<file path="config.mk">
export PLATFORM = sky130hd
export DESIGN_NAME = relay_stuck_monitor_flat
export DESIGN_NICKNAME = d
export VERILOG_FILES = /design/src/rsm_pkg.sv /design/src/rsm_tick_if.sv /design/src/rsm_result_if.sv /design/src/rsm_front.sv /design/src/rsm_queue.sv /design/src/rsm_back.sv /design/src/relay_stuck_monitor.sv /design/src/flat_wrapper.sv
export VERILOG_INCLUDE_DIRS = /design/src /design/src/src
export SDC_FILE = /design/constraint.sdc
export NUM_CORES = 1
export LEC_CHECK = 0
export BUFFER_PORTS_ARGS = -buffer_cell sky130_fd_sc_hd__buf_2
export CORE_UTILIZATION = 40
export DETAILED_ROUTE_END_ITERATION = 6
export REMOVE_ABC_BUFFERS = 1
export SLEW_MARGIN = 20
export SYNTH_ARGS = -nofsm -noshare
export SYNTH_HDL_FRONTEND = slang
export SYNTH_SLANG_ARGS = --single-unit
</file>
<file path="constraint.sdc">
create_clock -name clk -period 8.52 [get_ports clk]
set_input_delay 2.556 -clock clk [delete_from_list [all_inputs] [get_ports clk]]
set_output_delay 2.556 -clock clk [all_outputs]
set_load 0.005 [all_outputs]
</file>
<file path="src/relay_stuck_monitor_assert.svh">
// ----------------------------------------------------------------------------
// Relay stuck monitor assertion macros
// Concurrent assertion helpers that vanish when SYNTHESIS is defined.
// ----------------------------------------------------------------------------
`ifndef RELAY_STUCK_MONITOR_ASSERT_SVH
`define RELAY_STUCK_MONITOR_ASSERT_SVH

`ifndef SYNTHESIS
`define RSM_ASSERT_SAME(label, clk, rst, cond, prop) \
  label: assert property (@(posedge clk) disable iff (rst) cond |-> prop) \
    else $error("relay_stuck_monitor: same-cycle check failed");
`define RSM_ASSERT_NEXT(label, clk, rst, cond, prop) \
  label: assert property (@(posedge clk) disable iff (rst) cond |=> prop) \
    else $error("relay_stuck_monitor: next-cycle check failed");
`else
`define RSM_ASSERT_SAME(label, clk, rst, cond, prop)
`define RSM_ASSERT_NEXT(label, clk, rst, cond, prop)
`endif

`endif

</file>
<file path="src/rsm_pkg.sv">
// ----------------------------------------------------------------------------
// Relay stuck monitor package
// Shared types, register map and constants of the relay stuck monitor.
// ----------------------------------------------------------------------------
package rsm_pkg;

  localparam int ADC_BITS = 12;

  // Division by six as a reciprocal multiply; exact for every ADC_BITS code.
  localparam int DIV6_SHIFT = ADC_BITS + 3;
  localparam logic [ADC_BITS:0] DIV6_MULT = (ADC_BITS + 1)'((2 ** DIV6_SHIFT + 5) / 6);

  localparam int QUEUE_DEPTH = 2;
  localparam int QPTR_BITS   = $clog2(QUEUE_DEPTH);
  localparam int QCNT_BITS   = $clog2(QUEUE_DEPTH + 1);

  localparam int PADDR_BITS = 4;
  localparam int PDATA_BITS = 32;

  localparam logic [1:0] REG_STUCK_CONFIRM = 2'd0;
  localparam logic [1:0] REG_STUCK_HOLD    = 2'd1;
  localparam logic [1:0] REG_RETRY_LIMIT   = 2'd2;
  localparam logic [1:0] REG_RUN_LIMIT     = 2'd3;

  localparam logic [7:0]  STUCK_CONFIRM_RST = 8'd4;
  localparam logic [7:0]  STUCK_HOLD_RST    = 8'd200;
  localparam logic [7:0]  RETRY_LIMIT_RST   = 8'd3;
  localparam logic [15:0] RUN_LIMIT_RST     = 16'd3000;

  typedef struct packed {
    logic [ADC_BITS-1:0] feedback_a;
    logic [ADC_BITS-1:0] feedback_b;
    logic [ADC_BITS-1:0] battery_raw;
    logic                logic_on_a;
    logic                logic_on_b;
    logic                motor_running;
  } rsm_tick_t;

  typedef struct packed {
    logic phys_on_a;
    logic phys_on_b;
    logic stuck_a;
    logic stuck_b;
    logic wake_hold;
    logic block_motor;
    logic mark_released;
    logic normalize_exit;
    logic run_timeout;
  } rsm_result_t;

  typedef struct packed {
    logic phys_on_a;
    logic phys_on_b;
    logic logic_on_a;
    logic logic_on_b;
    logic motor_running;
  } rsm_cls_t;

  typedef struct packed {
    logic [7:0]  stuck_confirm;
    logic [7:0]  stuck_hold;
    logic [7:0]  retry_limit;
    logic [15:0] run_limit;
  } rsm_cfg_t;

  typedef struct packed {
    logic empty;
    logic full;
  } rsm_q_stat_t;

endpackage

</file>
<file path="src/rsm_tick_if.sv">
// ----------------------------------------------------------------------------
// Tick channel
// Valid/ready channel carrying one 10 ms tick of relay readings.
// ----------------------------------------------------------------------------
interface rsm_tick_if
  import rsm_pkg::*;
  ();
  logic      valid;
  logic      ready;
  rsm_tick_t data;

  modport source (output valid, output data, input ready);
  modport sink (input valid, input data, output ready);
endinterface

</file>
<file path="src/rsm_result_if.sv">
// ----------------------------------------------------------------------------
// Result channel
// Valid/ready channel carrying the monitor flags of one tick.
// ----------------------------------------------------------------------------
interface rsm_result_if
  import rsm_pkg::*;
  ();
  logic        valid;
  logic        ready;
  rsm_result_t data;

  modport source (output valid, output data, input ready);
  modport sink (input valid, input data, output ready);
endinterface

</file>
<file path="src/rsm_front.sv">
// ----------------------------------------------------------------------------
// Relay stuck monitor front end
// Takes ticks and compares each feedback with one sixth of the battery.
// ----------------------------------------------------------------------------
module rsm_front
  import rsm_pkg::*;
(
  rsm_tick_if.sink tick,
  input  logic     q_ready,
  output logic     q_push,
  output rsm_cls_t q_data
);

  logic [2*ADC_BITS:0] prod;
  logic [ADC_BITS-1:0] thr;

  assign prod = (2*ADC_BITS+1)'(tick.data.battery_raw) * (2*ADC_BITS+1)'(DIV6_MULT);
  assign thr  = ADC_BITS'(prod >> DIV6_SHIFT);

  assign tick.ready = q_ready;
  assign q_push     = tick.valid && q_ready;

  assign q_data.phys_on_a     = tick.data.feedback_a > thr;
  assign q_data.phys_on_b     = tick.data.feedback_b > thr;
  assign q_data.logic_on_a    = tick.data.logic_on_a;
  assign q_data.logic_on_b    = tick.data.logic_on_b;
  assign q_data.motor_running = tick.data.motor_running;

endmodule

</file>
<file path="src/rsm_queue.sv">
// ----------------------------------------------------------------------------
// Relay stuck monitor queue
// Short first-in first-out store between the front end and the back end.
// ----------------------------------------------------------------------------
module rsm_queue
  import rsm_pkg::*;
(
  input  logic        clk,
  input  logic        rst,
  input  logic        push,
  input  rsm_cls_t    push_data,
  input  logic        pop,
  output rsm_cls_t    pop_data,
  output rsm_q_stat_t stat
);

  rsm_cls_t             mem [QUEUE_DEPTH];
  logic [QPTR_BITS-1:0] wr_ptr;
  logic [QPTR_BITS-1:0] rd_ptr;
  logic [QCNT_BITS-1:0] count;

  assign stat.empty = count == '0;
  assign stat.full  = count == QCNT_BITS'(QUEUE_DEPTH);
  assign pop_data   = mem[rd_ptr];

  always_ff @(posedge clk) begin
    if (push) begin
      mem[wr_ptr] <= push_data;
    end
  end

  always_ff @(posedge clk) begin
    if (rst) begin
      wr_ptr <= '0;
      rd_ptr <= '0;
      count  <= '0;
    end else begin
      if (push) begin
        wr_ptr <= (wr_ptr == QPTR_BITS'(QUEUE_DEPTH - 1)) ? '0 : wr_ptr + 1'b1;
      end
      if (pop) begin
        rd_ptr <= (rd_ptr == QPTR_BITS'(QUEUE_DEPTH - 1)) ? '0 : rd_ptr + 1'b1;
      end
      if (push && !pop) begin
        count <= count + 1'b1;
      end else if (pop && !push) begin
        count <= count - 1'b1;
      end
    end
  end

endmodule

</file>
<file path="src/rsm_back.sv">
// ----------------------------------------------------------------------------
// Relay stuck monitor back end
// Runs the stuck qualifiers and the motor run timer, and holds the result.
// ----------------------------------------------------------------------------
module rsm_back
  import rsm_pkg::*;
(
  input  logic        clk,
  input  logic        rst,
  input  rsm_cfg_t    cfg,
  input  rsm_q_stat_t q_stat,
  input  rsm_cls_t    q_data,
  output logic        q_pop,
  rsm_result_if.source result
);

  typedef struct packed {
    logic [7:0] count;
    logic       flag;
    logic [7:0] retries;
  } relay_t;

  typedef struct packed {
    relay_t rel;
    logic   became;
    logic   released;
  } qual_t;

  function automatic qual_t qualify(relay_t r, logic cmd_on, logic phys_on, rsm_cfg_t c);
    qual_t      q;
    logic [7:0] cnt;
    q.rel      = r;
    q.became   = 1'b0;
    q.released = 1'b0;
    cnt        = r.count;
    if (!r.flag) begin
      if (!cmd_on) begin
        if (phys_on) begin
          if (cnt < c.stuck_confirm) begin
            cnt = cnt + 8'd1;
          end
          if (cnt >= c.stuck_confirm) begin
            q.rel.flag  = 1'b1;
            q.rel.count = c.stuck_hold;
            q.became    = 1'b1;
          end else begin
            q.rel.count = cnt;
          end
        end else if (cnt != 8'd0) begin
          q.rel.count = cnt - 8'd1;
        end
      end
    end else if (cnt != 8'd0) begin
      q.rel.count = cnt - 8'd1;
    end else if (r.retries < c.retry_limit) begin
      q.rel.retries = r.retries + 8'd1;
      q.rel.flag    = 1'b0;
      q.released    = 1'b1;
    end
    return q;
  endfunction

  relay_t      rel_a;
  relay_t      rel_b;
  logic [15:0] run_ticks;
  qual_t       qa;
  qual_t       qb;
  relay_t      rel_a_next;
  relay_t      rel_b_next;
  logic [15:0] run_ticks_next;
  logic        timeout;
  logic        became;
  logic        released;

  assign q_pop = !q_stat.empty && (!result.valid || result.ready);

  always_comb begin
    qa = qualify(rel_a, q_data.logic_on_a, q_data.phys_on_a, cfg);
    qb = qualify(rel_b, q_data.logic_on_b, q_data.phys_on_b, cfg);
    rel_a_next     = rel_a;
    rel_b_next     = rel_b;
    became         = 1'b0;
    released       = 1'b0;
    timeout        = 1'b0;
    run_ticks_next = 16'd0;
    if (!q_data.motor_running) begin
      rel_a_next = qa.rel;
      rel_b_next = qb.rel;
      became     = qa.became || qb.became;
      released   = qa.released || qb.released;
    end else if (run_ticks < cfg.run_limit) begin
      run_ticks_next = run_ticks + 16'd1;
    end else begin
      timeout = 1'b1;
    end
  end

  always_ff @(posedge clk) begin
    if (rst) begin
      rel_a        <= '0;
      rel_b        <= '0;
      run_ticks    <= '0;
      result.valid <= 1'b0;
    end else begin
      if (q_pop) begin
        rel_a        <= rel_a_next;
        rel_b        <= rel_b_next;
        run_ticks    <= run_ticks_next;
        result.valid <= 1'b1;
      end else if (result.ready) begin
        result.valid <= 1'b0;
      end
    end
  end

  always_ff @(posedge clk) begin
    if (q_pop) begin
      result.data.phys_on_a      <= q_data.phys_on_a;
      result.data.phys_on_b      <= q_data.phys_on_b;
      result.data.stuck_a        <= rel_a_next.flag;
      result.data.stuck_b        <= rel_b_next.flag;
      result.data.wake_hold      <= rel_a_next.flag || rel_b_next.flag;
      result.data.block_motor    <= became;
      result.data.mark_released  <= released;
      result.data.normalize_exit <= became || timeout;
      result.data.run_timeout    <= timeout;
    end
  end

endmodule

</file>
<file path="src/relay_stuck_monitor.sv">
// An accepted tick enters the queue; the back end pops it into the result register.
// Throughput: one tick per cycle while results are taken; state updates on each pop.
// A two-entry queue and the result register let either side stall on its own.
// Reset (rst, synchronous) restores the register defaults and clears all counters,
// stuck marks and the queue; no clearing pass is needed.
// ----------------------------------------------------------------------------
// Relay stuck monitor
// Qualifies stuck relays while the motor idles and times motor runs.
// ----------------------------------------------------------------------------
`include "relay_stuck_monitor_assert.svh"

module relay_stuck_monitor
  import rsm_pkg::*;
(
  input  logic                  clk,
  input  logic                  rst,
  input  logic                  psel,
  input  logic                  penable,
  input  logic                  pwrite,
  input  logic [PADDR_BITS-1:0] paddr,
  input  logic [PDATA_BITS-1:0] pwdata,
  output logic [PDATA_BITS-1:0] prdata,
  output logic                  pready,
  rsm_tick_if.sink              tick,
  rsm_result_if.source          result
);

  rsm_cfg_t    cfg;
  logic        q_push;
  logic        q_pop;
  rsm_cls_t    q_in;
  rsm_cls_t    q_out;
  rsm_q_stat_t q_stat;
  logic [1:0]  reg_sel;
  logic        wr_en;

  assign pready  = 1'b1;
  assign reg_sel = paddr[3:2];
  assign wr_en   = psel && penable && pwrite && pready;

  always_ff @(posedge clk) begin
    if (rst) begin
      cfg.stuck_confirm <= STUCK_CONFIRM_RST;
      cfg.stuck_hold    <= STUCK_HOLD_RST;
      cfg.retry_limit   <= RETRY_LIMIT_RST;
      cfg.run_limit     <= RUN_LIMIT_RST;
    end else if (wr_en) begin
      unique case (reg_sel)
        REG_STUCK_CONFIRM: cfg.stuck_confirm <= pwdata[7:0];
        REG_STUCK_HOLD:    cfg.stuck_hold    <= pwdata[7:0];
        REG_RETRY_LIMIT:   cfg.retry_limit   <= pwdata[7:0];
        REG_RUN_LIMIT:     cfg.run_limit     <= pwdata[15:0];
        default: ;
      endcase
    end
  end

  always_comb begin
    unique case (reg_sel)
      REG_STUCK_CONFIRM: prdata = PDATA_BITS'(cfg.stuck_confirm);
      REG_STUCK_HOLD:    prdata = PDATA_BITS'(cfg.stuck_hold);
      REG_RETRY_LIMIT:   prdata = PDATA_BITS'(cfg.retry_limit);
      REG_RUN_LIMIT:     prdata = PDATA_BITS'(cfg.run_limit);
      default:           prdata = '0;
    endcase
  end

  rsm_front u_front (
    .tick    (tick),
    .q_ready (!q_stat.full),
    .q_push  (q_push),
    .q_data  (q_in)
  );

  rsm_queue u_queue (
    .clk       (clk),
    .rst       (rst),
    .push      (q_push),
    .push_data (q_in),
    .pop       (q_pop),
    .pop_data  (q_out),
    .stat      (q_stat)
  );

  rsm_back u_back (
    .clk    (clk),
    .rst    (rst),
    .cfg    (cfg),
    .q_stat (q_stat),
    .q_data (q_out),
    .q_pop  (q_pop),
    .result (result)
  );

  // A timeout only happens while the motor runs, when the qualifiers are frozen.
  `RSM_ASSERT_SAME(a_timeout_frozen, clk, rst, result.valid && result.data.run_timeout, !result.data.block_motor && !result.data.mark_released)
  `RSM_ASSERT_SAME(a_exit_cause, clk, rst, result.valid && result.data.normalize_exit, result.data.block_motor || result.data.run_timeout)
  `RSM_ASSERT_NEXT(a_queue_holds, clk, rst, q_push && !q_pop, !q_stat.empty)

endmodule

</file>
<file path="src/flat_wrapper.sv">
// flat-port wrapper written by rule: the top's interface ports become plain ports
module relay_stuck_monitor_flat import rsm_pkg::*;
  (clk, rst, psel, penable, pwrite, paddr, pwdata, prdata, pready, tick_valid, tick_data, tick_ready, result_valid, result_data, result_ready);
  rsm_tick_if tick_i ();
  rsm_result_if result_i ();
  input  logic clk;
  input  logic rst;
  input  logic psel;
  input  logic penable;
  input  logic pwrite;
  input  logic [PADDR_BITS-1:0] paddr;
  input  logic [PDATA_BITS-1:0] pwdata;
  output logic [PDATA_BITS-1:0] prdata;
  output logic pready;
  input wire logic [$bits(tick_i.valid)-1:0] tick_valid;
  input wire logic [$bits(tick_i.data)-1:0] tick_data;
  output wire logic [$bits(tick_i.ready)-1:0] tick_ready;
  output wire logic [$bits(result_i.valid)-1:0] result_valid;
  output wire logic [$bits(result_i.data)-1:0] result_data;
  input wire logic [$bits(result_i.ready)-1:0] result_ready;
  assign tick_i.valid = tick_valid;
  assign tick_i.data = tick_data;
  assign tick_ready = tick_i.ready;
  assign result_valid = result_i.valid;
  assign result_data = result_i.data;
  assign result_i.ready = result_ready;
  relay_stuck_monitor u_core (.clk(clk), .rst(rst), .psel(psel), .penable(penable), .pwrite(pwrite), .paddr(paddr), .pwdata(pwdata), .prdata(prdata), .pready(pready), .tick(tick_i), .result(result_i));
endmodule
</file>
# Word-level counts from Yosys, hierarchy flattened
# Memories as Yosys holds them, arrays and structs flattened. A register that Yosys moved wholly into a read port is not among the register bits.
# Cells that the tools add are included.
# op_classes
add_sub_neg	11
n_mul	1
magnitude_cmp	9
n_eq_ne	6
n_mux	56
bitwise	3
reduce_logical	30
# op_table
operator	count
8-bit 2-to-1 mux	16
32-bit one-hot mux with 4 select lines	1
9-bit 2-to-1 mux	10
8-bit by 1-bit adder with 8-bit output, second input constant	4
8-bit < comparator	4
16-bit 2-to-1 mux	2
1-bit 2-to-1 mux	25
12-bit by 10-bit > comparator with 1-bit output	2
12-bit by 12-bit multiplier with 24-bit output, second input constant	1
16-bit by 1-bit adder with 16-bit output, second input constant	1
8-bit >= comparator	2
16-bit < comparator	1
8-bit nonzero test	2
8-bit by 1-bit subtractor with 8-bit output, second input constant	2
5-bit AND reduction	2
2-bit AND reduction	4
2-bit == test, second input constant	3
1-bit logical AND	6
3-bit AND reduction	2
1-bit zero test	5
1-bit logical OR	5
2-bit zero test	2
2-bit 2-to-1 mux	2
2-bit by 1-bit inequality test with 1-bit output, second input constant	2
other kinds (6)	10
# totals
ff_bits	104
ram_bits	10
in_bits	82
wordCells	141
memories	1
# mem_list
memory	words	width	read_ports	rd_clocked_by_memory_dff	wr	line_no	rtl
u_core.u_queue.mem	2	5	1	1	1	rsm_queue.sv:17	rsm_cls_t mem [QUEUE_DEPTH];

# Longest topological paths before layout
# depth
ltp_word	13
depth_mapped	25
ltp_nobuf	25

# Hierarchy
# A second synthesis with hierarchy kept.
# hier_totals
cells_unflattened	1237
hier_area_um2	11026.8
# by_module_without_submodules
module	n_inst	cells_each	area_each_um2
rsm_back	1	662	5439.0
rsm_front	1	323	2961.6
relay_stuck_monitor	1	215	2062.0
rsm_queue	1	37	564.3

# Worst setup path after synthesis
# OpenSTA, ideal clock, no wires.
# synth_path
kind	input-to-reg
from	input port tick_data[4]
to	memory u_core.u_queue.mem[0][4] (netlist bit) (data pin)
setup_time_ns	0.259
t_arrival_ns	7.856
slack_ns	0.405
path_stages	25
path_buffers	0
cell_sequence	ha_1 -> fa_1 -> inv_1 -> fa_1 -> inv_1 -> fa_1 -> inv_1 -> fa_1 -> inv_1 -> ha_1 -> a211o_1 -> o211ai_1 -> a21oi_1 -> or3_1 -> a21o_1 -> a21oi_1 -> xor2_1 -> ha_1 -> o21a_1 -> o21a_1 -> o21ai_0 -> a31oi_1 -> nor4_1 -> a41oi_1 -> o211a_1
# synth_rtl
element	line_no	rtl
start, declared	flat_wrapper.sv:16	input wire logic [$bits(tick_i.data)-1:0] tick_data;
end, declared	rsm_queue.sv:17	

==> reports/metrics.cfg <==
[finish]
drive_gt1_frac=0.1537
design_area_um2=12000
antenna_cells=0
fillers=2519
area_growth_syn_to_layout_pct=14.17
instances_no_fill=1631
layout.nets=1578

[drt]
wire_per_inst_um=16.07
dr_total_vias=8910
initialDrtViolationCount=479
avgViaCountPerCell=5.463
wl_um=26210
route.detailed.drc=0
final_antenna_net_count=0
first_pass_iters=5

[sta]
tightest_slew_ns=0.9777
slew_viol_final=0
finalCritPeriodShare=0.9580
slew_headroom=0.3482
rsz0062_at_grt=false
tns_ns=0
max_freq_mhz=122.5
hold_viol_final=0
finalSetupViolCount=0
clock-skew-final_ns=0.01312
finalCriticalPeriod_ns=8.162
fin_ws_ns=0.3575

[clock_network]
cts.clk_slew.worst_paths_ns=0.06
cts_root_buf=clkbuf_16
tritoncts=built
clock_latency_ns=0.42
clock_path_buffers=2
cts_sinks=115
h-tree-depth=4
cts-buffers-inserted=17
ctsHoldBuffers=0

[placed_design]
placed_area_um2=11400
dp_cells=1599
dp_slack_ns=-0.1179
dp_hpwl_um=20950
routabilityCongestion=0.8626
port_buffers=90

[worst_setup_path]
crit_path_top_delay_cell=fa_1
cp-end-kind=register
slowest_delay_ns=0.55
critical_path_class=in -> reg
arrival_ns=8.31
worstPathMaxFanout=4
worst_ep_required_time_ns=8.67
crit_path_start_kind=input pin

[flow_run]
max-cap-violations=0

[floorplanning]
start_util=0.4125
rows=58
core-area_um2=25470
die_h_um=164.1
dieArea_um2=26920
ioPinCount=126
die_x_um=164.1

[yosys]
ys_async_sr_fraction=0
synth.most_common_cell=ha_1
synth_top_area_cell=ha_1
synth-seq-cells=115
ys_seq_area_frac=0.2372
yosysWarnings=0
synth_compound_area_frac=0.1654
synth_top_area_share=0.2012
synth_top_family_by_area=adder cells
synth-adder-area-share=0.2736
synth_edf_count=19
yosysUniqueCellTypes=79
synth_xor_area_frac=0.02751
post_synth_and_or_nand_nor_area_fraction=0.1649
synth.avg_cell_area_um2=8.890
ys.flop_type=dfxtp_1
synthCells=1182
synthTopCellsByCount=ha_1, inv_1, dfxtp_1
synth_area_leaders=ha_1, dfxtp_1, fa_1, edfxtp_1, inv_1
muxShareOfSynthArea=0.05823
synth_area_um2=10510

[status]
status=complete, no violations

[global_route]
first_global_vias=8384
gr-total-overflow=0
antenna_found_initial=1
grt_max_degree=55
grt_pass1_wl_um=43080
grt_usage=0.2039

[hold_path]
holdCritPathClass=reg -> reg

[power]
p_leak_nw=5.675
powerDensity_nw_per_um2=265.7
vdd_ir_drop_max_mv=0.2793
totalPowerFinal_mw=3.187

==> metrics by stage <==
step / util / hold WS [ns]
2_1_floorplan: - / 0.4388
4_1_cts: 0.4699 / 0.4774
3_3_place_gp: 0.4476 / 0.4623
3_5_place_dp: 0.4476 / 0.4689
5_1_grt: 0.4710 / 0.5014
6_report: 0.4710 / 0.4740
==> cells in the final DEF, fill, tap and decap left out, types with 7 or more instances in the layout <==
cell,instances
ha_1,169
inv_1,136
dfxtp_1,96
buf_2,90
nor2_1,89
a21oi_1,69
nand2_1,65
o21ai_0,47
fa_1,38
mux2i_1,33
buf_4,31
nand3_1,26
a21o_1,21
and3_1,21
xnor2_1,20
nand4_1,19
clkbuf_16,19
edfxtp_1,19
conb_1,17
o21a_1,16
a211o_1,16
a211oi_1,15
nor3_1,15
nand2b_1,13
nor2b_1,13
o211ai_1,13
or3_1,11
xor2_1,11
a31oi_1,10
nor4_1,9
or4_1,9
mux4_2,8
and2_1,8
o31ai_1,7
or2_2,7
==> worst paths after layout <==
check	start	to	slack [ns]	depth (start not counted)
hold reg to reg	u_core.cfg[15]	u_core.cfg[15]	0.47	2
setup / recovery	tick_data[4]	u_core.u_queue.mem[0][4]	0.36	26
hold / removal	u_core.cfg[15]	u_core.cfg[15]	0.47	2
setup reg to reg	u_core.cfg[38]	u_core.u_back.result.data[4]	4.29	15
==> registers in the layout (all words and copies together) (netlist names), named ones only <==
signal	flops
u_core.u_queue.wr_ptr	1
u_core.u_back.rel_a	17
u_core.cfg	40
u_core.u_queue.count	2
u_core.u_queue.mem	10
u_core.u_back.result.valid	1
u_core.u_back.run_ticks	16
u_core.u_back.result.data	9
u_core.u_back.rel_b	17
u_core.u_queue.rd_ptr	1
==> worst max-delay path, delay by kind of cell <==
family          cells  cell delay [ns]
simple gates        2             0.66
xor+xnor            1             0.19
buf+inv             5             0.34
fa+ha+maj           7             2.89
compound gates     11             1.69
==> layout make-up <==
| cell class | count | area [um2] | area share |
|---|---|---|---|
| inverters | 136 | 510.5 | 0.04255 |
| well taps | 330 | 412.9 | 0.03442 |
| clock inverters | 6 | 40.04 | 0.003338 |
| multi-input cells | 898 | 7330 | 0.6110 |
| clock buffers | 25 | 528.0 | 0.04401 |
| repair buffers | 121 | 683.2 | 0.05695 |
| flip-flops and latches | 115 | 2492 | 0.2078 |
==> power breakdown <==
part | switching (mW) | leakage, nW | total [mW] | internal, mW
Combinational | 1.02 | 4.44 | 1.80 | 0.772
Sequential | 0.0766 | 0.952 | 0.704 | 0.627
Clock | 0.258 | 0.281 | 0.686 | 0.428
==> cells by family (layout without fill, tap and decap cells) <==
family / count (synthesis) / after routing
XOR/XNOR: 33 / 33
AO/OA/AOI/OAI: 260 / 260
AND/OR/NAND/NOR: 332 / 332
buffers and inverters: 184 / 288
flip-flops: 115 / 115
multiplexers: 49 / 49
other: 2 / 17
adder cells (fa/ha/maj): 207 / 207
==> routing by layer <==
| metal | GRT usage | wire [um] |
|---|---|---|
| met5 | 0 | 13 |
| met2 | 0.3239 | 11980 |
| met3 | 0.03384 | 1233 |
| met4 | 0.05303 | 440 |
| met1 | 0.2846 | 12540 |
==> repair_timing <==
item	in CTS	in global routing
resized for setup	0	5
endpoints found under the hold margin	0	0
endpoints found under the setup margin	0	4
buffers inserted	0	1
No activity file was read; power rests on OpenSTA's default activity.
